**config.mk**
```make
export PLATFORM = sky130hd
export DESIGN_NAME = shutter_tap_hold_controller_unit
export DESIGN_NICKNAME = d
export VERILOG_FILES = /design/src/rtl/core/sthc_pkg.sv /design/src/rtl/core/sthc_cfg_regs.sv /design/src/rtl/core/sthc_step.sv /design/src/rtl/core/shutter_tap_hold_controller_unit.sv
export SDC_FILE = /design/constraint.sdc
export NUM_CORES = 1
export LEC_CHECK = 0
export ABC_AREA = 1
export BUFFER_PORTS_ARGS = -buffer_cell sky130_fd_sc_hd__buf_2
export CELL_PAD_IN_SITES_DETAIL_PLACEMENT = 0
export CELL_PAD_IN_SITES_GLOBAL_PLACEMENT = 1
export CORE_MARGIN = 2
export CORE_UTILIZATION = 41
export DETAILED_ROUTE_END_ITERATION = 8
export MAX_ROUTING_LAYER = met4
export PLACE_DENSITY_LB_ADDON = 0.3
export RECOVER_POWER = 25
export SYNTH_ARGS = -nofsm -noshare
export SYNTH_HDL_FRONTEND = slang
export SYNTH_HIERARCHICAL = 1
export SYNTH_SLANG_ARGS = --single-unit
export TNS_END_PERCENT = 50
```
**constraint.sdc**
```tcl
create_clock -name clk -period 4.2 [get_ports clk]
set_input_delay 0.84 -clock clk [delete_from_list [all_inputs] [get_ports clk]]
set_output_delay 0.84 -clock clk [all_outputs]
set_load 0.02 [all_outputs]
```
**src/rtl/core/sthc_pkg.sv**
```systemverilog
// shared types and constants for the shutter tap/hold controller
// no dependencies; imported by every module of the block
`default_nettype none

package sthc_pkg;

    localparam int SHORT_RUN_W = 16;
    localparam int TAP_LIMIT_W = 10;
    localparam int HOLD_W      = 10;
    localparam int CFG_DATA_W  = 16;
    localparam int CFG_INDEX_W = 1;

    localparam logic [CFG_INDEX_W-1:0] CFG_SHORT_RUN = 1'd0;
    localparam logic [CFG_INDEX_W-1:0] CFG_TAP_LIMIT = 1'd1;

    localparam logic [SHORT_RUN_W-1:0] SHORT_RUN_RESET = 16'd15000;
    localparam logic [TAP_LIMIT_W-1:0] TAP_LIMIT_RESET = 10'd200;
    localparam logic [HOLD_W-1:0]      HOLD_MAX        = 10'd1023;

    typedef struct packed {
        logic button_up_pressed;
        logic button_down_pressed;
    } sthc_in_t;

    typedef struct packed {
        logic relay_up_on;
        logic relay_down_on;
        logic timed_run_active;
    } sthc_out_t;

    typedef struct packed {
        logic [SHORT_RUN_W-1:0] short_run_ms;
        logic [TAP_LIMIT_W-1:0] tap_limit_ms;
    } sthc_cfg_t;

    typedef struct packed {
        logic                   up_prev;
        logic                   down_prev;
        logic [HOLD_W-1:0]      up_hold_count;
        logic [HOLD_W-1:0]      down_hold_count;
        logic [SHORT_RUN_W-1:0] run_remaining;
        logic                   run_armed;
        logic                   motor_busy;
        logic                   up_relay;
        logic                   down_relay;
    } sthc_state_t;

endpackage

`default_nettype wire

```
**src/rtl/core/sthc_cfg_regs.sv**
```systemverilog
// configuration registers: short run length and tap limit
// depends on sthc_pkg
`default_nettype none

module sthc_cfg_regs (
    input  wire logic                           clk,
    input  wire logic                           rst_n,
    input  wire logic                           cfg_we,
    input  wire logic [sthc_pkg::CFG_INDEX_W-1:0] cfg_index,
    input  wire logic [sthc_pkg::CFG_DATA_W-1:0]  cfg_data,
    output sthc_pkg::sthc_cfg_t                 cfg
);
    import sthc_pkg::*;

    sthc_cfg_t cfg_reg;
    sthc_cfg_t cfg_next;

    always_comb
    begin
        cfg_next = cfg_reg;
        if (cfg_we)
        begin
            unique case (cfg_index)
                CFG_SHORT_RUN: cfg_next.short_run_ms = cfg_data[SHORT_RUN_W-1:0];
                CFG_TAP_LIMIT: cfg_next.tap_limit_ms = cfg_data[TAP_LIMIT_W-1:0];
                default:       cfg_next = cfg_reg;
            endcase
        end
    end

    always_ff @(posedge clk or negedge rst_n)
    begin
        if (!rst_n)
        begin
            cfg_reg.short_run_ms <= SHORT_RUN_RESET;
            cfg_reg.tap_limit_ms <= TAP_LIMIT_RESET;
        end
        else
        begin
            cfg_reg <= cfg_next;
        end
    end

    assign cfg = cfg_reg;

endmodule

`default_nettype wire

```
**src/rtl/core/sthc_step.sv**
```systemverilog
// next-state logic for one millisecond tick: timer, up button, then down button
// depends on sthc_pkg
`default_nettype none

module sthc_step (
    input  wire sthc_pkg::sthc_state_t state,
    input  wire sthc_pkg::sthc_in_t    buttons,
    input  wire sthc_pkg::sthc_cfg_t   cfg,
    output sthc_pkg::sthc_state_t      state_next,
    output sthc_pkg::sthc_out_t        result
);
    import sthc_pkg::*;

    function automatic sthc_state_t handle_button(
        input sthc_state_t            s,
        input logic                   level,
        input logic                   upward,
        input logic                   elapsed,
        input logic [TAP_LIMIT_W-1:0] tap_limit,
        input logic [SHORT_RUN_W-1:0] short_run
    );
        sthc_state_t       r;
        logic              prev;
        logic [HOLD_W-1:0] cnt;
        logic              stop;
        r    = s;
        prev = upward ? s.up_prev : s.down_prev;
        cnt  = upward ? s.up_hold_count : s.down_hold_count;
        stop = 1'b0;
        if (level)
        begin
            if (!prev)
            begin
                cnt  = '0;
                prev = 1'b1;
                if (!r.motor_busy)
                begin
                    r.up_relay   = upward;
                    r.down_relay = !upward;
                    r.motor_busy = 1'b1;
                end
            end
            else if (cnt != HOLD_MAX)
            begin
                cnt = cnt + 1'b1;
            end
        end
        else if (prev)
        begin
            // press length is count + 1
            if (r.run_armed)
            begin
                stop = 1'b1;
            end
            else if (({1'b0, cnt} + 11'd1) < {1'b0, tap_limit})
            begin
                r.run_armed     = 1'b1;
                r.run_remaining = short_run;
            end
            else
            begin
                stop = 1'b1;
            end
            prev = 1'b0;
        end
        else if (r.run_armed && elapsed)
        begin
            stop = 1'b1;
        end
        if (upward)
        begin
            r.up_prev       = prev;
            r.up_hold_count = cnt;
        end
        else
        begin
            r.down_prev       = prev;
            r.down_hold_count = cnt;
        end
        // stop leaves both counts saturated so a held button releases as long
        if (stop)
        begin
            r.up_relay        = 1'b0;
            r.down_relay      = 1'b0;
            r.up_hold_count   = HOLD_MAX;
            r.down_hold_count = HOLD_MAX;
            r.run_remaining   = '0;
            r.run_armed       = 1'b0;
            r.motor_busy      = 1'b0;
        end
        return r;
    endfunction

    sthc_state_t timed;
    sthc_state_t after_up;
    logic        elapsed;

    always_comb
    begin
        timed   = state;
        elapsed = 1'b0;
        if (state.run_armed)
        begin
            if (state.run_remaining == '0)
            begin
                elapsed = 1'b1;
            end
            else
            begin
                timed.run_remaining = state.run_remaining - 1'b1;
            end
        end
        after_up   = handle_button(timed, buttons.button_up_pressed, 1'b1, elapsed,
                                   cfg.tap_limit_ms, cfg.short_run_ms);
        state_next = handle_button(after_up, buttons.button_down_pressed, 1'b0, elapsed,
                                   cfg.tap_limit_ms, cfg.short_run_ms);
        result.relay_up_on      = state_next.up_relay;
        result.relay_down_on    = state_next.down_relay;
        result.timed_run_active = state_next.run_armed;
    end

endmodule

`default_nettype wire

```
**src/rtl/core/shutter_tap_hold_controller_unit.sv**
```systemverilog
// top level of the roller shutter tap/hold controller
// depends on sthc_pkg, sthc_cfg_regs and sthc_step
//
//   channel   signals                        transaction
//   in        in_valid, in_ready, in_data    one millisecond tick of button levels
//   out       out_valid, out_ready, out_data one set of relay states per tick
//   cfg       cfg_we, cfg_index, cfg_data    register write, no wait
//
// a tick accepted at one edge sits in the input register; the step logic writes
// the result register and the controller state when the tick advances, which a
// stalled out channel holds off; out_valid rises with the result register
// one tick per clock sustained unless out stalls; then, with both registers full,
// in_ready is low and input resumes on the same edge that out_ready returns
// reset clears the controller state and loads the register defaults
`default_nettype none

module shutter_tap_hold_controller_unit (
    input  wire logic                             clk,
    input  wire logic                             rst_n,
    input  wire logic                             in_valid,
    output logic                                  in_ready,
    input  wire sthc_pkg::sthc_in_t               in_data,
    output logic                                  out_valid,
    input  wire logic                             out_ready,
    output sthc_pkg::sthc_out_t                   out_data,
    input  wire logic                             cfg_we,
    input  wire logic [sthc_pkg::CFG_INDEX_W-1:0] cfg_index,
    input  wire logic [sthc_pkg::CFG_DATA_W-1:0]  cfg_data
);
    import sthc_pkg::*;

    sthc_cfg_t   cfg;
    sthc_state_t state_reg;
    sthc_state_t state_next;
    sthc_out_t   result;
    sthc_in_t    in_data_reg;
    logic        in_valid_reg;
    sthc_out_t   out_data_reg;
    logic        out_valid_reg;
    logic        advance;

    sthc_cfg_regs u_cfg (
        .clk       (clk),
        .rst_n     (rst_n),
        .cfg_we    (cfg_we),
        .cfg_index (cfg_index),
        .cfg_data  (cfg_data),
        .cfg       (cfg)
    );

    sthc_step u_step (
        .state      (state_reg),
        .buttons    (in_data_reg),
        .cfg        (cfg),
        .state_next (state_next),
        .result     (result)
    );

    assign advance  = in_valid_reg && (!out_valid_reg || out_ready);
    assign in_ready = !in_valid_reg || advance;

    always_ff @(posedge clk or negedge rst_n)
    begin
        if (!rst_n)
        begin
            in_valid_reg  <= 1'b0;
            out_valid_reg <= 1'b0;
            state_reg     <= '0;
        end
        else
        begin
            if (in_ready)
            begin
                in_valid_reg <= in_valid;
            end
            if (advance)
            begin
                out_valid_reg <= 1'b1;
                state_reg     <= state_next;
            end
            else if (out_ready)
            begin
                out_valid_reg <= 1'b0;
            end
        end
    end

    always_ff @(posedge clk)
    begin
        if (in_ready && in_valid)
        begin
            in_data_reg <= in_data;
        end
        if (advance)
        begin
            out_data_reg <= result;
        end
    end

    assign out_valid = out_valid_reg;
    assign out_data  = out_data_reg;

endmodule

`default_nettype wire
```
==> qor.csv, run 1 <==
metric;value;unit
cap_violations;1;
grt_use_met1;31.8;%
core;12700;sq um
cts_sinks;75;
mostFrequentLayoutCell;nand2_1;
vias_per_cell;5.22;
synth_top_area_share;28.2;%
critPathMaxFanout;6;
first_pass_iters;5;
r2r_end;state_reg[39]$_DFFE_PN0P_;
rows;41;
syn_inst;765;
cts_buffer_depth;2;
crit_path_start;state_reg[30]$_DFFE_PN0P_;
final_cell_mix;nand2_1, nand3_1, inv_1, dfrtp_1, nor2_1;
finalSetupTns;-5.89;ns
h-tree-depth;3;
gr-max-usage-layer;met2;
required;4.44;ns
p_leak;3.37;nW
setup_slack;-0.229;ns
root_buffer;clkbuf_16;
hold_start;state_reg[1]$_DFFE_PN0P_;
vdd_ir_drop_max;0.000291;V
tightest_slew;1.78;ns
fin_crit_sh;105;%
antenna_found_initial;0;
globalRouteMet3Util;5.86;%
synthTopCellsByArea;dfrtp_1, nand2_1, nand3_1;
antennaDiodeCount;0;
worstPathArrival;4.67;ns
grt_overflow;0;
routedWlPerCell;15.1;microns
hold_path_depth;2;
hpwl;10500;microns
max_freq;226;MHz
dieArea;13900;sq um
track_usage;23.2;%
syn-cell-area;5320;sq um
synth-seq-cells;75;
yosysTopAreaCell;dfrtp_1;
violations;capacitance limit, slew limit, setup timing;
relSlewSlack;-18.6;%
syn-num-nets;809;
clkTransAtPathRegs;0.06;ns
startpoint_type;flop;
ys_seq_area_share;36.0;%
die_h;118;microns
grt.met2_usage;34.5;%
clk_latency;0.35;ns
power;4.49;mW
worstSetupEndpointType;flop;
ys.warnings.count;6;
reg2regPathDepth;36;
synth.distinct_cells;43;
largest_register_ffs;42;
powerDensity;698;nW/um^2
finalSetupViolations;43;
fp.dieW;118;microns
drc;0;
fin_crit;4.43;ns
grt_pass1_wl;25200;microns
cpMaxStageDelayCell;dfrtp_1;
num_vias;5227;
ctsHoldBuffers;0;
finalHoldViolCount;0;
ys_async_sr_fraction;93.3;%
drive_above_1_share;23.3;%
fin_nets;868;
worstReg2RegStart;state_reg[30]$_DFFE_PN0P_;
slowest_delay;0.38;ns
syn_area_per_cell;6.96;sq um
syn_to_final_growth;20.7;%
io_buffers;28;
grt_pass1_vias;4953;
holdPathEnd;state_reg[1]$_DFFE_PN0P_;
ys.flop_type;dfrtp_1;
cts_buffers;9;
r2r_slack;-0.23;ns
maxSlewViolCount;71;
ios;29;
status;finished, violations left;
finalWeightedCongestion;0.917;
rsz0062_at_grt;true;
wl;15200;microns
start_util;42.0;%
ant_nets;0;
hp-class;reg2reg;
first_iter_violations;451;
grt_max_degree;71;
cts_tree;yes;
synth_edf_count;5;
path_class;reg2reg;
finClkSkew;0.00728;ns
[Yosys cell counts (4+ instances only)]
master	number
nand2_1	242
nand3_1	89
inv_1	77
nor2_1	72
dfrtp_1	60
o21ai_0	35
a21oi_1	24
ha_1	20
buf_2	16
xor2_1	12
o211ai_1	11
dfstp_2	10
o21ai_1	10
buf_4	9
nor3_1	9
buf_6	6
clkbuf_1	6
nor2_2	6
edfxtp_1	5
inv_2	5
nand2_4	4
[area by class of cell]
cell class | count | area, sq um
inverters | 83 | 324
repair buffers | 84 | 564
fillers | 1256 | 6250
clock buffers | 9 | 225
repair inverters | 1 | 7.51
clock inverters | 7 | 81.3
multi-input cells | 570 | 3090
flip-flops and latches | 75 | 1910
well taps | 172 | 215
[metal layers]
layer	vias to the layer above	wire, microns
met4	0	164
met1	2479	7350
li1	2587	-
met5	-	0
met3	16	791
met2	145	6850
[worst max path at each step]
stage          depth (start not counted)  slack [ns]                        end
6_report                              36       -0.23  state_reg[39]$_DFFE_PN0P_
5_1_grt                               36       -0.58  state_reg[39]$_DFFE_PN0P_
4_1_cts                               37       -0.21  state_reg[39]$_DFFE_PN0P_
3_5_place_dp                          35       -0.34  state_reg[34]$_DFFE_PN0P_
3_3_place_gp                          35       -0.23   state_reg[1]$_DFFE_PN0P_
2_1_floorplan                         38      -0.009   state_reg[1]$_DFFE_PN0P_
[logic make-up (layout without fill, tap and decap cells)]
logic type | after synthesis | in the layout | share of synthesized area (%)
XOR/XNOR | 15 | 15 | 2.47
flip-flops | 75 | 75 | 36.0
AND/OR/NAND/NOR | 441 | 441 | 35.8
adder cells (fa/ha/maj) | 20 | 20 | 4.70
buffers and inverters | 120 | 184 | 10.4
AO/OA/AOI/OAI | 94 | 94 | 10.6
[per-stage QoR]
| stage | hold slack (ns) | setup slack (ns) | util, % | cell area [sq um] | cells |
|---|---|---|---|---|---|
| 2_1_floorplan | 0.434 | -0.00858 | - | 5330 | 765 |
| 3_3_place_gp | 0.456 | -0.230 | 45.6 | 5780 | 973 |
| 3_5_place_dp | 0.458 | -0.340 | 45.6 | 5780 | 973 |
| 4_1_cts | 0.470 | -0.215 | 49.8 | 6310 | 999 |
| 5_1_grt | 0.493 | -0.581 | 50.7 | 6420 | 1001 |
| 6_report | 0.467 | -0.229 | 50.7 | 6420 | 1001 |
[power breakdown]
group	switching (mW)	internal, mW	total, mW
clock network	0.344	0.471	0.815
logic	1.43	1.05	2.47
registers	0.238	0.961	1.20
total	2.01	2.48	4.49
[worst max-delay path: cells and delay by family, from the launching register on]
kind            cells  cell delay [ns]
simple gates       23             2.48
buf+inv             7             0.60
compound gates      4             0.46
flops               1             0.38
fa+ha+maj           2             0.38
[what timing repair did]
action | 4_1_cts | 5_1_grt
endpoints found under the setup margin | 43 | 43
pin swaps | 33 | 12
gates resized for setup | 41 | 28
gates cloned | 1 | 0
setup buffers | 9 | 2
Power figures use the tool's default switching activity.
==> run 2, diff against run 1 <==
--- a/config.mk
+++ b/config.mk
@@ -7,3 +7,3 @@
 export LEC_CHECK = 0
-export ABC_AREA = 1
+export ABC_AREA = 0
 export BUFFER_PORTS_ARGS = -buffer_cell sky130_fd_sc_hd__buf_2
@@ -12,3 +12,3 @@
 export CORE_MARGIN = 2
-export CORE_UTILIZATION = 41
+export CORE_UTILIZATION = 45
 export DETAILED_ROUTE_END_ITERATION = 8
@@ -17,2 +17,3 @@
 export RECOVER_POWER = 25
+export SETUP_SLACK_MARGIN = 0.05
 export SYNTH_ARGS = -nofsm -noshare
--- a/constraint.sdc
+++ b/constraint.sdc
@@ -3,2 +3,2 @@
 set_output_delay 0.84 -clock clk [all_outputs]
-set_load 0.02 [all_outputs]
+set_load 0.01 [all_outputs]
==> run 2 against run 1 <==
The flow still finishes with violations (capacitance limit, slew limit, setup timing). Sequential power increased by 8%. Non-clock buffer count decreased by 4. Area after synthesis decreased by 2.4%. Sequential share of layout area increased by 0.60 points. Critical path depth decreased by 13. Critical endpoint is now state_reg[36]$_DFFE_PN0P_.
==> qor.csv, run 2 <==
metric;value;unit;change
status;finished, violations left;;
violations;capacitance limit, slew limit, setup timing;;
worst-path-stages;23;;-36%
die_h;111;microns;-5.5%
placed_cell_area;5650;sq um;-2.2%
finalHoldViolCount;0;;unchanged
synth_top_area_share;28.9;%;+0.69 points
powerDensity;748;nW/um^2;+7.1%
finClkSkew;0.0136;ns;+0.00635 ns
critPathMaxFanout;6;;unchanged
worstReg2RegStart;state_reg[31]$_DFFE_PN0P_;;
ant_nets;0;;unchanged
drc;0;;unchanged
cts_buffer_depth;2;;unchanged
maxSlewViolCount;71;;unchanged
root_buffer;clkbuf_16;;
h-tree-depth;3;;unchanged
tightest_slew;1.78;ns;+0.00551 ns
r2r_slack;-0.38;ns;-0.15 ns
drive_above_1_share;44.5;%;+21 points
synth-seq-cells;75;;unchanged
syn_area_per_cell;11.0;sq um;+58%
cts_sinks;75;;unchanged
io_buffers;28;;unchanged
finalSetupTns;-10.39;ns;-4.50 ns
rows;39;;-4.9%
largest_register_ffs;42;;unchanged
syn-cell-area;5190;sq um;-2.4%
crit_path_start;state_reg[31]$_DFFE_PN0P_;;
cts_tree;yes;;
grt_max_degree;71;;unchanged
num_vias;3763;;-28%
finalWeightedCongestion;0.868;;-5.4%
yosysMostFrequentCell;dfrtp_1;;
antennaDiodeCount;0;;unchanged
wl;12500;microns;-17%
worstPathCellList;ha_4 > nand3_4 > buf_4 > buf_4 > xnor2_1 > ha_1 > and3_4 > a221oi_2 > a21o_1 > a211oi_2 > buf_4 > nor2_4 > ha_4 > a21o_1 > a21oi_2 > a21oi_2 > nor4_2 > buf_4 > a211oi_4 > buf_4 > buf_6 > or3_4 > mux2_4;;
syn-num-nets;516;;-36%
cts_buffers;9;;unchanged
ys_async_sr_fraction;93.3;%;unchanged
stdcell_count;687;;-31%
ys.warnings.count;6;;unchanged
antenna_found_initial;0;;unchanged
start_util;45.9;%;+3.9 points
fin_area;6300;sq um;-2.0%
r2r_end;state_reg[36]$_DFFE_PN0P_;;
place_inst;658;;-32%
cp_num_buf_inv;6;;-1
mostFrequentLayoutCell;dfrtp_1;;
routedWlPerCell;18.2;microns;+20%
fin_nets;583;;-33%
track_usage;21.8;%;-1.3 points
p_leak;2.80;nW;-17%
cap_violations;1;;unchanged
hp-class;reg2reg;;
max_freq;218;MHz;-3.3%
yosysTopAreaCell;dfrtp_1;;
fin_crit_sh;109;%;+3.5 points
slowest_delay;0.42;ns;+0.04 ns
startpoint_type;flop;;
clkTransAtPathRegs;0.07;ns;about the same
finalSetupViolations;43;;unchanged
cpLargestDelayFamily;simple AND/OR/NAND/NOR gates;;
core;11300;sq um;-11%
cp-endpoint;state_reg[36]$_DFFE_PN0P_;;
first_iter_violations;180;;-60%
cpMaxStageDelayCell;dfrtp_1;;
fin_crit;4.58;ns;+0.149 ns
relSlewSlack;-19.0;%;-0.37 points
rsz0062_at_grt;true;;
grt_pass1_wl;20900;microns;-17%
whs;0.508;ns;+0.0409 ns
vdd_ir_drop_max;0.000494;V;+69%
grt_overflow;0;;unchanged
required;4.44;ns;about the same
synth_common_cells;dfrtp_1, mux2_4, nor2_1;;
synthTopCellsByArea;dfrtp_1, mux2_4, dfstp_2;;
vias_per_cell;5.48;;+4.9%
final_cell_mix;dfrtp_1, mux2_4, buf_4, nand2_1;;
ys.flop_type;dfrtp_1;;
cpMostUsedCell;buf_4;;
ios;29;;unchanged
setup_slack;-0.378;ns;-0.149 ns
hpwl;8290;microns;-21%
reg2regPathDepth;23;;-36%
clk_latency;0.35;ns;about the same
path_class;reg2reg;;
syn_to_final_growth;21.2;%;
grt_pass1_vias;3965;;-20%
dieArea;12400;sq um;-11%
first_pass_iters;5;;unchanged
fp.dieW;111;microns;-5.5%
worstPathArrival;4.82;ns;+0.15 ns
syn_inst;472;;-38%
worstSetupEndpointType;flop;;
synth_edf_count;5;;unchanged
ys_seq_area_share;36.8;%;+0.88 points
final_util;55.6;%;+4.9 points
synth.distinct_cells;70;;+63%
-- run 2: per-stage QoR --
stage               power, mW  worst slack (ns)
floorplan                2.93            -0.436
detailed placement       3.50            -0.384
CTS                      4.62            -0.313
global route             5.03            -0.616
global placement         3.43            -0.270
finish                   4.71            -0.378
-- run 2: layout make-up --
type,count,area [sq um]
Clock inverter,7,81.3
Multi-Input combinational cell,356,3240
Clock buffer,9,225
Timing Repair Buffer,80,589
Sequential cell,75,1910
Inverter,17,63.8
Tap cell,143,179
Fill cell,992,5020
-- run 2: kinds of logic after synthesis --
logic type | after synthesis | synth area share, %
and+or+nand+nor | 134 | 14.3
AOI/OAI and AO/OA | 92 | 13.5
muxes | 70 | 18.7
DFF | 75 | 36.8
xor gates and xnor gates | 40 | 6.74
buffers and inverters | 41 | 5.08
adders and majority gates | 20 | 4.82
-- run 2: worst min-delay path by stage --
stage	start	endpoint	slack, ns	depth (start not counted)
final	u_cfg/cfg[20]$_DFFE_PN0P_	u_cfg/cfg[20]$_DFFE_PN0P_	0.51	1
after global routing	u_cfg/cfg[2]$_DFFE_PN0P_	u_cfg/cfg[2]$_DFFE_PN0P_	0.53	1
after global placement	u_cfg/cfg[5]$_DFFE_PN0P_	u_cfg/cfg[5]$_DFFE_PN0P_	0.49	1
after CTS	u_cfg/cfg[20]$_DFFE_PN0P_	u_cfg/cfg[20]$_DFFE_PN0P_	0.51	1
after detailed placement	u_cfg/cfg[8]$_DFFE_PN0P_	u_cfg/cfg[8]$_DFFE_PN0P_	0.50	1
after floorplan	state_reg[1]$_DFFE_PN0P_	state_reg[1]$_DFFE_PN0P_	0.47	1
-- run 2: timing repair --
item                                    4_1_cts  5_1_grt
cloned                                        2        0
hold buffers                                  0        0
setup buffers                                 8        4
hold endpoints to repair                      0        0
resized for setup                            45       17
pin swaps                                     8       10
endpoints found under the setup margin       43       43
-- run 2: report_power, final --
part / leakage, nW / internal, mW / switching (mW)
clock: 0.153 / 0.471 / 0.347
combinational: 1.77 / 1.41 / 1.19
sequential: 0.877 / 0.978 / 0.309
-- run 2: per-layer routing --
metal / part of all wire [%] / vias to the layer above / track usage [%]
met5: 0 / - / -
met4: 2.4 / 0 / 7.16
met3: 2.9 / 18 / 4.95
met2: 48 / 61 / 33.8
met1: 47 / 1860 / 28.5
li1: - / 1824 / -
==> run 3, diff against run 2 <==
CORE_ASPECT_RATIO = 1.25   (was unset)
PLACE_DENSITY = 0.78   (was unset)
PLACE_DENSITY_LB_ADDON = unset   (was 0.3)
==> run 3 against run 2 <==
The flow still finishes with violations (capacitance limit, slew limit, setup timing). Core utilization up 1.7 points. Register-to-register slack worse by 0.13 ns. Critical path depth down 4. Fmax down 2.8%. First-iteration DRC count up 14%. Highest routed layer unchanged.
==> qor.csv, run 3 (synthesis gave the netlist of run 2 again) <==
metric;value;unit;change
io_buffers;28;;unchanged
fin_nets;591;;+1.4%
start_util;46.4;%;+0.53 points
worstPathArrival;4.93;ns;+0.11 ns
grt_overflow;0;;unchanged
worstPathCellList;ha_4 > and3_4 > nand3_4 > xnor2_2 > ha_1 > and3_4 > o311ai_4 > a21o_1 > a211oi_2 > buf_2 > nor2_1 > ha_1 > a21oi_1 > a211oi_2 > or4_4 > o41ai_4 > inv_2 > a32o_1 > mux2_4;;
powerDensity;748;nW/um^2;about the same
ios;29;;unchanged
cts_tree;yes;;
vdd_ir_drop_max;0.000313;V;-37%
worstSetupEndpointType;flop;;
setup_slack;-0.508;ns;-0.130 ns
clkTransAtPathRegs;0.07;ns;about the same
seqPwrFrac;27.0;%;-0.3 points
switching_share;39.8;%;+0.51 points
track_usage;22.0;%;+0.17 points
relSlewSlack;-43.7;%;-25 points
first_iter_violations;206;;+14%
syn_to_final_growth;23.5;%;
tightest_slew;2.16;ns;+0.371 ns
p_int;2.89;mW;+1.0%
first_pass_iters;4;;-1
finalHoldViolCount;0;;unchanged
antenna_found_initial;0;;unchanged
hp-class;reg2reg;;
critPathMaxFanout;5;;-1
core;11200;sq um;-1.2%
clk_latency;0.34;ns;about the same
hpwl;8550;microns;+3.1%
drive_above_1_share;45.7;%;+1.2 points
die_h;124;microns;+11%
mostFrequentLayoutCell;dfrtp_1;;
stdcell_count;687;;unchanged
finalSetupViolations;43;;unchanged
fp.dieW;100;microns;-10%
root_buffer;clkbuf_16;;
drc;0;;unchanged
finalWeightedCongestion;0.881;;+1.5%
path_class;reg2reg;;
startpoint_type;flop;;
h-tree-depth;3;;unchanged
required;4.42;ns;-0.02 ns
final_util;57.3;%;+1.7 points
routedWlPerCell;19.0;microns;+4.2%
max_freq;212;MHz;-2.8%
p_switching;1.91;mW;+3.2%
cpMaxStageDelayCell;or4_4;;
fin_crit_sh;112;%;+3.1 points
regArea;1910;sq um;unchanged
slowest_delay;0.51;ns;+0.09 ns
ant_nets;0;;unchanged
grt_pass1_wl;20500;microns;-2.2%
cap_violations;1;;unchanged
multi_input_area;3320;sq um;+2.3%
rsz0062_at_grt;true;;
status;finished, violations left;;
fin_crit;4.71;ns;+0.130 ns
wl;13000;microns;+4.2%
worstReg2RegStart;state_reg[30]$_DFFE_PN0P_;;
cts_buffers;9;;unchanged
cts_sinks;75;;unchanged
finalSetupTns;-13.43;ns;-3.04 ns
final_cell_mix;dfrtp_1, mux2_4, buf_4, nand2_1;;
pwr-share-clk;15.6;%;-1.8 points
vias_per_cell;5.68;;+3.7%
violations;capacitance limit, slew limit, setup timing;;
antennaDiodeCount;0;;unchanged
placed_cell_area;5650;sq um;about the same
cts_buffer_depth;2;;unchanged
combPwrFrac;57.4;%;+2.1 points
largest_register_ffs;42;;unchanged
grt_pass1_vias;3967;;+0.050%
place_inst;649;;-1.4%
maxSlewViolCount;38;;-46%
finClkSkew;0.00701;ns;-0.00661 ns
hold_start;u_cfg/cfg[4]$_DFFE_PN0P_;;
crit_path_start;state_reg[30]$_DFFE_PN0P_;;
p_leak;2.84;nW;+1.2%
num_vias;3901;;+3.7%
dieArea;12400;sq um;about the same
fin_area;6410;sq um;+1.9%
grt_max_degree;44;;-38%
whs;0.509;ns;+0.00156 ns
rows;43;;+10%
nFillCells;982;;-1.0%
==> run 3: cell count changes in the layout (fill, tap and decap cells not counted), moves of 3 or more <==
cell,delta
buf_8,-3
clkinv_4,+3
buf_4,+5
buf_6,+5
==> run 3: repair_timing <==
action / CTS / global route
endpoints found under the setup margin: 43 / 43
resized for setup: 33 / 33
gates cloned: 2 / 2
pin swaps: 8 / 9
hold buffers: 0 / 0
buffers inserted: 7 / 11
endpoints found under the hold margin: 0 / 0
==> run 3: power groups by stage <==
stage	Clock (mW)	Combinational (mW)	Sequential [mW]
finish	0.749	2.76	1.29
global route	0.794	2.96	1.34
CTS	0.759	2.44	1.29
detailed placement	0	2.20	1.29
global placement	0	2.14	1.29
floorplan	0	1.70	1.22
==> run 3: stage by stage <==
step	total power, mW	worst slack (ns)
after global placement	3.43	-0.329
after detailed placement	3.49	-0.475
final	4.80	-0.508
after CTS	4.49	-0.380
after global routing	5.09	-0.649
after floorplan	2.93	-0.436
==> run 3: metal layers <==
metal  vias to the layer above  share of wire [%]  GRT usage, %
li1                       1844                  -             -
met1                      1949                 41          25.1
met2                        85                 54          39.3
met3                        23                3.5          3.54
met4                         0                2.2          7.45
met5                         -                  0             -
==> run 3: path summary, 6_finish.rpt <==
kind	to	slack, ns	cells past startpoint
max	state_reg[13]$_DFFE_PN0P_	-0.51	19
max in group asynchronous	u_cfg/cfg[17]$_DFFE_PN1P_	1.66	2
max reg2reg	state_reg[13]$_DFFE_PN0P_	-0.51	19
min in group asynchronous	state_reg[32]$_DFFE_PN0P_	1.12	1
min	u_cfg/cfg[4]$_DFFE_PN0P_	0.51	1
min reg2reg	u_cfg/cfg[4]$_DFFE_PN0P_	0.51	1
==> run 3: final cells by class <==
type | count | area share [%]
clock buffers | 10 | 3.73
flip-flops and latches | 75 | 29.8
well taps | 135 | 2.63
inverters | 17 | 0.995
repair buffers | 88 | 10.3
multi-input cells | 356 | 51.7
clock inverters | 6 | 0.761
==> run 3: critical path, delay by kind of cell (launching register included) <==
family	cells	cell delay, ns
AO/OA/AOI/OAI	7	1.56
XOR/XNOR	1	0.15
adder cells (fa/ha/maj)	3	0.80
buffers and inverters	2	0.32
flip-flops	1	0.41
multiplexers	1	0.27
AND/OR/NAND/NOR	5	1.09
